<file path="src/rtl/bhw_ram.sv">
// Generic single-write, single-read RAM with registered read data.
`default_nettype none

module bhw_ram #(
   parameter int DATA_W = 16,
   parameter int DEPTH = 256,
   localparam int ADDR_W = $clog2(DEPTH)
) (
   input  logic              clock,
   input  logic              wr_en,
   input  logic [ADDR_W-1:0] wr_addr,
   input  logic [DATA_W-1:0] wr_data,
   input  logic              rd_en,
   input  logic [ADDR_W-1:0] rd_addr,
   output logic [DATA_W-1:0] rd_data
);

   logic [DATA_W-1:0] mem_ff [DEPTH];
   logic [DATA_W-1:0] rd_data_ff;

   always_ff @(posedge clock) begin
      if (wr_en) begin
         mem_ff[wr_addr] <= wr_data;
      end
      if (rd_en) begin
         rd_data_ff <= mem_ff[rd_addr];
      end
   end

   assign rd_data = rd_data_ff;

endmodule

`default_nettype wire

</file>
<file path="config.mk">
export PLATFORM = sky130hd
export DESIGN_NAME = bhw_ram
export DESIGN_NICKNAME = d
export VERILOG_FILES = /design/src/rtl/bhw_ram.sv
export SDC_FILE = /design/constraint.sdc
export NUM_CORES = 2
export LEC_CHECK = 0
export BUFFER_PORTS_ARGS = -buffer_cell sky130_fd_sc_hd__buf_4
export CAP_MARGIN = 20
export CORE_ASPECT_RATIO = 2
export CORE_UTILIZATION = 50
export DETAILED_ROUTE_END_ITERATION = 10
export PLACE_DENSITY = 0.65
export REMOVE_ABC_BUFFERS = 1
export SYNTH_ARGS = -nofsm -noshare
export SYNTH_HDL_FRONTEND = slang
export SYNTH_SLANG_ARGS = --single-unit
</file>
<file path="constraint.sdc">
create_clock -name clock -period 3.8 [get_ports clock]
set_input_delay 0.38 -clock clock [delete_from_list [all_inputs] [get_ports clock]]
set_output_delay 0.38 -clock clock [all_outputs]
set_load 0.01 [all_outputs]
</file>
==> flow_summary_export.csv <==
group,metric,value,unit
clock_network,cts-htree-levels,5,
global_routing,grt_antenna_before_repair,24,
final_layout,synthToLayoutAreaGrowth,13.3,%
synth,yosysSeqAreaShare,0.777,
routing,wire_per_inst,36.0,um
routing,vias,80200,
clock_network,cts_resized,0,
global_routing,overflow,0,
final_layout,final_cell_mix,"edfxtp_1, mux4_2, buf_4",
place,dp_hpwl,292000,um
global_routing,grt_use_total,0.278,
synth,synth_top_family_by_area,"multiplexers",
die,die_w,401,um
critical_path,cp-end-kind,"register",
run_status,outcome,"finished clean",
critical_path,crit_type,"input port to register",
synth,synthMuxAreaShare,0.155,
global_routing,grt_pass1_wl,622000,um
pwr,switching_share,0.214,
clock_network,cts_tree,"done",
synth,yosys_warnings,0,
synth,synth-async-reset-ratio,0,
final_layout,drive_gt1_frac,0.267,
synth,syn_inst,7360,
global_routing,grt_pass1_vias,81600,
pwr,p_switching,19.2,mW
clock_network,post_cts_buffers,0,
sta,hold_ws,0.153,ns
pwr,p_comb_frac,0.057,
synth,synth_compound_area_frac,0.0353,
final_layout,fin_nets,8100,
die,core-area,0.316,sq mm
sta,relSlewSlack,0.0650,
clock_network,cts.path.max_buffers,4,
synth,syn-mean-instance-area,21.6,sq um
critical_path,arrival,4.25,ns
routing,ant_nets,0,
final_layout,mostFrequentLayoutCell,"edfxtp_1",
sta,drv_slew,0,
synth,synthFlopType,"edfxtp_1",
routing,viasPerCell,6.43,
synth,ys_types,51,
place,port-buffer-count,50,
sta,min_period,3.63,ns
sta,hold_viol_final,0,
sta,period_share,0.956,
synth,ys_ff_latch,4112,
clock_network,path_clk_slew,0.06,ns
sta,skew,0.0465,ns
critical_path,cp_max_fo,37,
critical_path,crit_required,4.42,ns
clock_network,cts_made_buffers,334,
sta,final.setup.tns,0,ns
die,die_y,799,um
synth,synthAdderAreaFrac,0,
clock_network,clk-insertion-delay-late,0.92,ns
pwr,pwr-share-seq,0.557,
final_layout,final_area,0.180,sq mm
routing,remaining_drc_errors,0,
pwr,peakVddDrop,389,uV
synth,synth-xor-area-share,0,
sta,fmax,275,MHz
pwr,total_power,89.8,mW
synth,synthesis.area,0.159,sq mm
place,dpl-instance-area,0.169,sq mm
place,gp_congestion,0.971,
min_path,min_path_type,"input port to register",
sta,finalSetupViolCount,0,
die,io_pins,51,
routing,totalWireLength,449000,um
sta,rsz0062_at_grt,"no",
critical_path,worstSetupStartpointType,"input port",
synth,synth_edf_count,4112,
pwr,clkPwrFrac,0.386,
global_routing,grt_max_degree,135,
die,core.rowCount,292,
pwr,p_int,70.6,mW
routing,drt_first_pass_iters,8,
clock_network,cts-root-buf,"clkbuf_16",
pwr,p_per_area,499,mW/mm^2
die,initial_utilization,0.503,
clock_network,cts-hold-fix-buffers,17,
die,die_area,0.320,sq mm
sta,tightest_slew,1.40,ns
pwr,leakage,57.4,nW
run,cap_viol_max_count,0,
routing,dr.first_iter.drc_count,8839,
clock_network,clkSinkCount,4112,
synth,synthSimpleGateAreaFrac,0.0157,
registers in the layout, indices dropped and copies added (netlist names):
register / count
rd_data: 16
mem_ff: 4096
layer usage:
metal / GRT usage / part of all wire
met5: 0 / 0.00011
met4: 0.229 / 0.096
met3: 0.0366 / 0.064
met2: 0.492 / 0.52
met1: 0.298 / 0.32
stage by stage:
stage	setup slack, ns	cells	utilization
after CTS	0.335	12400	0.569
after global routing	0.271	12500	0.569
after detailed placement	-0.652	11800	0.535
after global placement	-0.650	11800	0.535
final	0.169	12500	0.570
after floorplan	-3.21	6908	-
worst paths after layout:
path | from | cells after the start | slack (ns) | endpoint
hold reg to reg | mem_ff[77][9] | 5 | 1.22 | rd_data[9]
hold / removal | wr_addr[1] | 3 | 0.15 | mem_ff[167][9]
setup / recovery | rd_addr[0] | 10 | 0.17 | rd_data[11]
setup reg to reg | mem_ff[143][11] | 7 | 0.41 | rd_data[11]
cell type report:
| cell class | instances | area, sq um |
|---|---|---|
| clock inverters | 196 | 1790 |
| diodes | 38 | 95.1 |
| multi-input cells | 2792 | 32900 |
| inverters | 4 | 27.5 |
| well taps | 4116 | 5150 |
| repair buffers | 821 | 7710 |
| fillers | 22800 | 136000 |
| flip-flops and latches | 4112 | 123000 |
| clock buffers | 397 | 8850 |
critical path: stages:
cell,delay [ns]
buf_16,0.18
buf_12,0.35
buf_4,0.32
mux4_2,0.54
mux2_2,0.27
a221oi_1,0.77
buf_4,0.23
o31ai_1,0.24
o32ai_1,0.56
nor4_1,0.16
Yosys cell counts (27+ instances only):
cell type | number | share of area
edfxtp_1 | 4112 | 0.78
mux4_2 | 797 | 0.11
mux2i_1 | 565 | 0.036
nor2_1 | 304 | 0.0072
o221ai_1 | 252 | 0.014
clkbuf_1 | 230 | 0.0054
a21oi_1 | 175 | 0.0055
o22ai_1 | 148 | 0.0058
nor3_1 | 92 | 0.0029
mux2_2 | 88 | 0.0062
buf_6 | 77 | 0.0055
buf_2 | 76 | 0.0024
a22oi_1 | 43 | 0.0020
nand2_1 | 38 | 0.00090
o21ai_0 | 37 | 0.0012
nand3_1 | 35 | 0.0011
a22o_1 | 32 | 0.0018
a221oi_1 | 28 | 0.0015
buf_1 | 27 | 0.00064
power groups by stage:
| stage | clock network [mW] | registers [mW] | logic [mW] |
|---|---|---|---|
| 2_1_floorplan | 0 | 51.0 | 1.84 |
| 3_3_place_gp | 0 | 51.0 | 4.99 |
| 3_5_place_dp | 0 | 51.0 | 5.07 |
| 4_1_cts | 35.1 | 50.0 | 5.10 |
| 5_1_grt | 36.5 | 50.0 | 5.24 |
| 6_report | 34.7 | 50.0 | 5.11 |
kinds of logic (layout without fill, tap and decap cells):
family,after synthesis,count (layout)
mux,1450,1450
compound gates,786,786
buf+inv,456,1418
simple gates,556,556
other cells,0,38
flops,4112,4112
(Power assumes the default switching activity.)
