`src/rtl/bhw_pkg.sv`:
```
// Shared constants and types for the bit crusher with Hann window.
`default_nettype none

package bhw_pkg;

   // Configuration register indexes.
   localparam int CSR_IDX_W = 2;
   localparam int CSR_DATA_W = 16;
   localparam logic [CSR_IDX_W-1:0] CSR_FRAME_LENGTH = 2'd0;
   localparam logic [CSR_IDX_W-1:0] CSR_CRUSH_FACTOR = 2'd1;

   // Register reset values.
   localparam int FRAME_LENGTH_RESET = 1024;
   localparam logic [CSR_DATA_W-1:0] CRUSH_FACTOR_RESET = 16'd256;

   // Level count: levels = max(2, 65536 / max(256, crush_factor)).
   localparam logic [CSR_DATA_W-1:0] CRUSH_FLOOR = 16'd256;
   localparam logic [16:0] LEVELS_NUM = 17'h10000;
   localparam int LEVELS_W = 9;
   localparam int STEP_REM_W = 8;
   localparam int FILL_REM_W = 10;

   // Step count magnitude never exceeds half of 256 levels.
   localparam int KMAG_W = 8;
   localparam logic [KMAG_W-1:0] KMAG_MAX = 8'd128;

   // Window in Q16, 65536 is one.
   localparam int WIN_W = 17;
   localparam logic [WIN_W-1:0] WIN_ONE = 17'h10000;
   localparam int WIN_ROUND = 32768;

   // Cosine table generation in Q30.
   localparam longint unsigned Q30_ONE = 64'd1073741824;
   localparam longint unsigned PI_HALF_Q30 = 64'd1686629713;

   typedef struct packed {
      logic busy;
      logic done;
   } div_stat_type;

endpackage

`default_nettype wire

```
`src/rtl/bhw_div.sv`:
```
// Iterative restoring divider, one quotient bit per cycle.
`default_nettype none

module bhw_div #(
   parameter int NUM_W = 17,
   parameter int DEN_W = 16
) (
   input  logic                 clock,
   input  logic                 reset,
   input  logic                 start,
   input  logic [NUM_W-1:0]     num,
   input  logic [DEN_W-1:0]     den,
   output bhw_pkg::div_stat_type stat,
   output logic [NUM_W-1:0]     quo,
   output logic [DEN_W-1:0]     rem
);

   localparam int CNT_W = $clog2(NUM_W + 1);

   logic [CNT_W-1:0] cnt_ff;
   logic             done_ff;
   logic [NUM_W-1:0] quo_ff;
   logic [DEN_W-1:0] rem_ff;
   logic [DEN_W-1:0] den_ff;
   logic [DEN_W:0]   trial;
   logic             ge;
   logic [DEN_W-1:0] rem_in;

   // Bring down the next numerator bit and subtract where it fits.
   always_comb begin
      trial = {rem_ff, quo_ff[NUM_W-1]};
      ge = trial >= {1'b0, den_ff};
      rem_in = ge ? DEN_W'(trial - {1'b0, den_ff}) : trial[DEN_W-1:0];
   end

   always_ff @(posedge clock) begin
      if (reset) begin
         cnt_ff <= '0;
         done_ff <= 1'b0;
      end else begin
         done_ff <= 1'b0;
         if (start) begin
            cnt_ff <= CNT_W'(NUM_W);
         end else if (cnt_ff != '0) begin
            cnt_ff <= cnt_ff - CNT_W'(1);
            done_ff <= (cnt_ff == CNT_W'(1));
         end
      end
   end

   always_ff @(posedge clock) begin
      if (start) begin
         rem_ff <= '0;
         quo_ff <= num;
         den_ff <= den;
      end else if (cnt_ff != '0) begin
         rem_ff <= rem_in;
         quo_ff <= {quo_ff[NUM_W-2:0], ge};
      end
   end

   assign stat.busy = (cnt_ff != '0);
   assign stat.done = done_ff;
   assign quo = quo_ff;
   assign rem = rem_ff;

endmodule

`default_nettype wire

```
`config.mk`:
```
export PLATFORM = sky130hd
export DESIGN_NAME = bhw_div
export DESIGN_NICKNAME = d
export VERILOG_FILES = /design/src/rtl/bhw_pkg.sv /design/src/rtl/bhw_div.sv
export SDC_FILE = /design/constraint.sdc
export NUM_CORES = 1
export LEC_CHECK = 0
export ABC_AREA = 1
export BUFFER_PORTS_ARGS = -buffer_cell sky130_fd_sc_hd__buf_4
export CAP_MARGIN = 20
export CORE_MARGIN = 3
export CORE_UTILIZATION = 55
export CTS_CLUSTER_SIZE = 14
export DETAILED_ROUTE_END_ITERATION = 8
export GPL_TIMING_DRIVEN = 0
export PLACE_DENSITY = 0.76
export SLEW_MARGIN = 0
export SYNTH_ARGS = -nofsm -noshare
export SYNTH_HDL_FRONTEND = slang
export SYNTH_SLANG_ARGS = --single-unit
export TNS_END_PERCENT = 30
```
`constraint.sdc`:
```
create_clock -name clock -period 2.1 [get_ports clock]
set_input_delay 0.315 -clock clock [delete_from_list [all_inputs] [get_ports clock]]
set_output_delay 0.315 -clock clock [all_outputs]
set_load 0.005 [all_outputs]
```
==> impl_metrics.json <==
{
  "outcome": "completed",
  "power_density_nw_per_um2": 1260,
  "numPortBuffers": 70,
  "critPathMaxStageDelay_ns": 0.40,
  "synth_cell_type_count": 35,
  "synth_nets": 504,
  "initial_core_util_pct": 57.3,
  "dieWidth_um": 84.8,
  "cts_htree_levels": 2,
  "num_vias": 3145,
  "clockBufferDepth": 2,
  "cp-startpoint": "quo[16]$_DFFE_PP_",
  "crit_path_max_fanout": 4,
  "finClkSkew_ns": 0.00588,
  "wl_um": 8340,
  "avgViaCountPerCell": 5.16,
  "cp.depth": 12,
  "ys_seq_elements": 55,
  "min_period_over_period_pct": 95.2,
  "grt_start_max_net_pins": 25,
  "synth_top_family_by_area": "simple AND/OR/NAND/NOR gates",
  "die-area_um2": 7190,
  "arrival_ns": 2.21,
  "drive_gt1_share_pct": 23.6,
  "yosysWarnings": 0,
  "synthToLayoutAreaGrowth_pct": 26.1,
  "whs_ns": 0.173,
  "power_uw": 5410,
  "rr_worst_depth": 12,
  "endpoint": "rem[8]$_SDFFE_PP0P_",
  "place_congestion": 0.993,
  "ctsHoldBuffers": 0,
  "final_cell_mix": "nand2_1 (163), buf_4 (77), inv_1 (73)",
  "slew_headroom_pct": 40.1,
  "cts_sinks": 55,
  "synth_mux_area_share_pct": 0,
  "synth_compound_area_share_pct": 4.44,
  "ir_drop_mv": 0.590,
  "die_h_um": 84.8,
  "finalMaxSlewViolations": 0,
  "fmax_ghz": 0.500,
  "cts_root_buffer": "clkbuf_8",
  "cts_buffers": 5,
  "period_needed_ns": 2.00,
  "worstPathRequired_ns": 2.31,
  "core_region_area_um2": 5960,
  "layout.cells.non_filler": 609,
  "drc": 0,
  "grt_pass1_vias": 3069,
  "diodes": 0,
  "synth_xor_area_share_pct": 2.31,
  "path_class": "reg -> reg",
  "overflow": 0,
  "tns_ns": 0,
  "clock_latency_ns": 0.31,
  "path_clk_slew_ns": 0.10,
  "dp.cells": 593,
  "cp-start-kind": "flop",
  "wl_per_cell_um": 13.7,
  "synth_fa_ha_area_share_pct": 7.55,
  "nets": 589,
  "path_buf_inv": 3,
  "cts_tree": "built",
  "reg2reg_slack_ns": 0.10,
  "seq_area_frac_synth_pct": 41.9,
  "syn_area_um2": 3410,
  "rsz0062_at_grt": "yes",
  "slowest_stage": "edfxtp_1",
  "grt_first_pass_wirelength_um": 13600,
  "ant_nets": 0,
  "setup_viol": 0,
  "tightest_slew_ns": 0.898,
  "finalHoldViolCount": 0,
  "worstSetupEndpointType": "flop",
  "yosys.area_share.simple_pct": 32.8,
  "hpwl_um": 6220,
  "antenna_found_initial": 0,
  "crit_chain": "inv_1 > ha_2 > fa_2 > inv_1 > nand3_1 > nand3_2 > buf_4 > a21oi_1 > xor2_1 > nand2_1 > nand3_1 > nand2_1",
  "hold_class": "in -> reg",
  "syn_avg_cell_area_um2": 7.62,
  "power_leakage_uw": 0.00224,
  "timing.rr.start": "quo[16]$_DFFE_PP_",
  "rows": 28,
  "r2r-end": "rem[8]$_SDFFE_PP0P_",
  "grt_usage_pct": 23.5,
  "first_pass_iters": 5,
  "drt_iter0_drc": 244,
  "cp_top_family": "adder cells",
  "cap_violations": 0,
  "syn_inst": 448,
  "final_util_pct": 72.3,
  "final_common_cell": "nand2_1",
  "ios": 71
}
[sequential cells by signal, indices dropped and copies added, names as in the netlist]
name and count:
cnt_ff 5, den_ff 16, quo 17, done_ff 1
rem 16
[report_power, final]
part / switching [uW] / leakage, uW / internal, uW
sequential: 218 / 0.000519 / 1420
combinational: 1800 / 0.00167 / 1350
clock: 350 / 0.0000484 / 271
total: 2370 / 0.00224 / 3040
[synth_stat cells]
library cell	number	share of area, %
nand2_1	164	18
inv_1	73	8.0
nand3_1	40	5.9
edfxtp_1	33	29
dfxtp_1	22	13
ha_1	19	7.0
nor2_1	16	1.8
a21oi_1	12	1.8
o21ai_0	9	1.3
xnor2_1	7	1.8
nand2_2	6	1.1
nand3b_1	6	1.3
nand3_2	4	1.2
nand4_1	4	0.73
nor2_2	4	0.73
nor3_1	4	0.59
clkbuf_1	3	0.33
buf_6	2	0.66
clkbuf_8	2	0.81
inv_2	2	0.22
xor2_1	2	0.51
a21oi_2	1	0.26
a31oi_1	1	0.18
buf_1	1	0.11
buf_2	1	0.15
buf_4	1	0.22
buf_8	1	0.44
fa_1	1	0.59
nand2_4	1	0.33
nand2_8	1	0.59
nor2_8	1	0.59
o211ai_1	1	0.22
o21a_1	1	0.22
o21ai_2	1	0.26
o21bai_1	1	0.22
[logic make-up (layout without fill, tap and decap cells)]
| logic type | after synthesis | after routing |
|---|---|---|
| AND/OR/NAND/NOR | 251 | 252 |
| adder cells (fa/ha/maj) | 20 | 20 |
| buffers and inverters | 86 | 171 |
| AO/OA/AOI/OAI | 27 | 27 |
| XOR/XNOR | 9 | 9 |
| flip-flops | 55 | 55 |
[cell type report]
type / instances / area (um^2)
multi-input cells: 308 / 1710
fillers: 498 / 1650
flip-flops and latches: 55 / 1430
repair buffers: 77 / 596
inverters: 75 / 282
plain buffers: 11 / 93.8
well taps: 75 / 93.8
clock buffers: 7 / 86.3
clock inverters: 1 / 8.76
[how the worst min path moves through the flow]
| stage | startpoint | to | slack (ns) | cells past startpoint |
|---|---|---|---|---|
| finish | den[0] | den_ff[0]$_DFFE_PP_ | 0.17 | 1 |
| global route | den[3] | den_ff[3]$_DFFE_PP_ | 0.15 | 1 |
| CTS | den[1] | den_ff[1]$_DFFE_PP_ | 0.17 | 1 |
| detailed placement | rem[15]$_SDFFE_PP0P_ | rem[15]$_SDFFE_PP0P_ | 0.48 | 2 |
| global placement | rem[12]$_SDFFE_PP0P_ | rem[12]$_SDFFE_PP0P_ | 0.48 | 2 |
| floorplan | den[0] | den_ff[0]$_DFFE_PP_ | 0.41 | 0 |
[through the flow]
stage | worst slack, ns | area [um^2]
floorplan | 0.279 | 3410
global placement | -0.0533 | 4030
detailed placement | -0.0932 | 4030
CTS | 0.00485 | 4130
global route | -0.0902 | 4310
finish | 0.100 | 4310
[routing by layer]
metal	part of all wire [%]	wire (um)	GRT usage, %	up-vias
met5	0	0	0	-
met4	2.2	180	6.91	0
met3	7.4	618	6.28	14
met2	47	3880	39.4	124
met1	44	3660	29.6	1426
li1	-	-	-	1581
[what timing repair did]
action	CTS	global route
resized for setup	0	19
buffers inserted	0	6
endpoints found under the setup margin	0	34
Note: power is estimated with default switching activity, not from simulation.
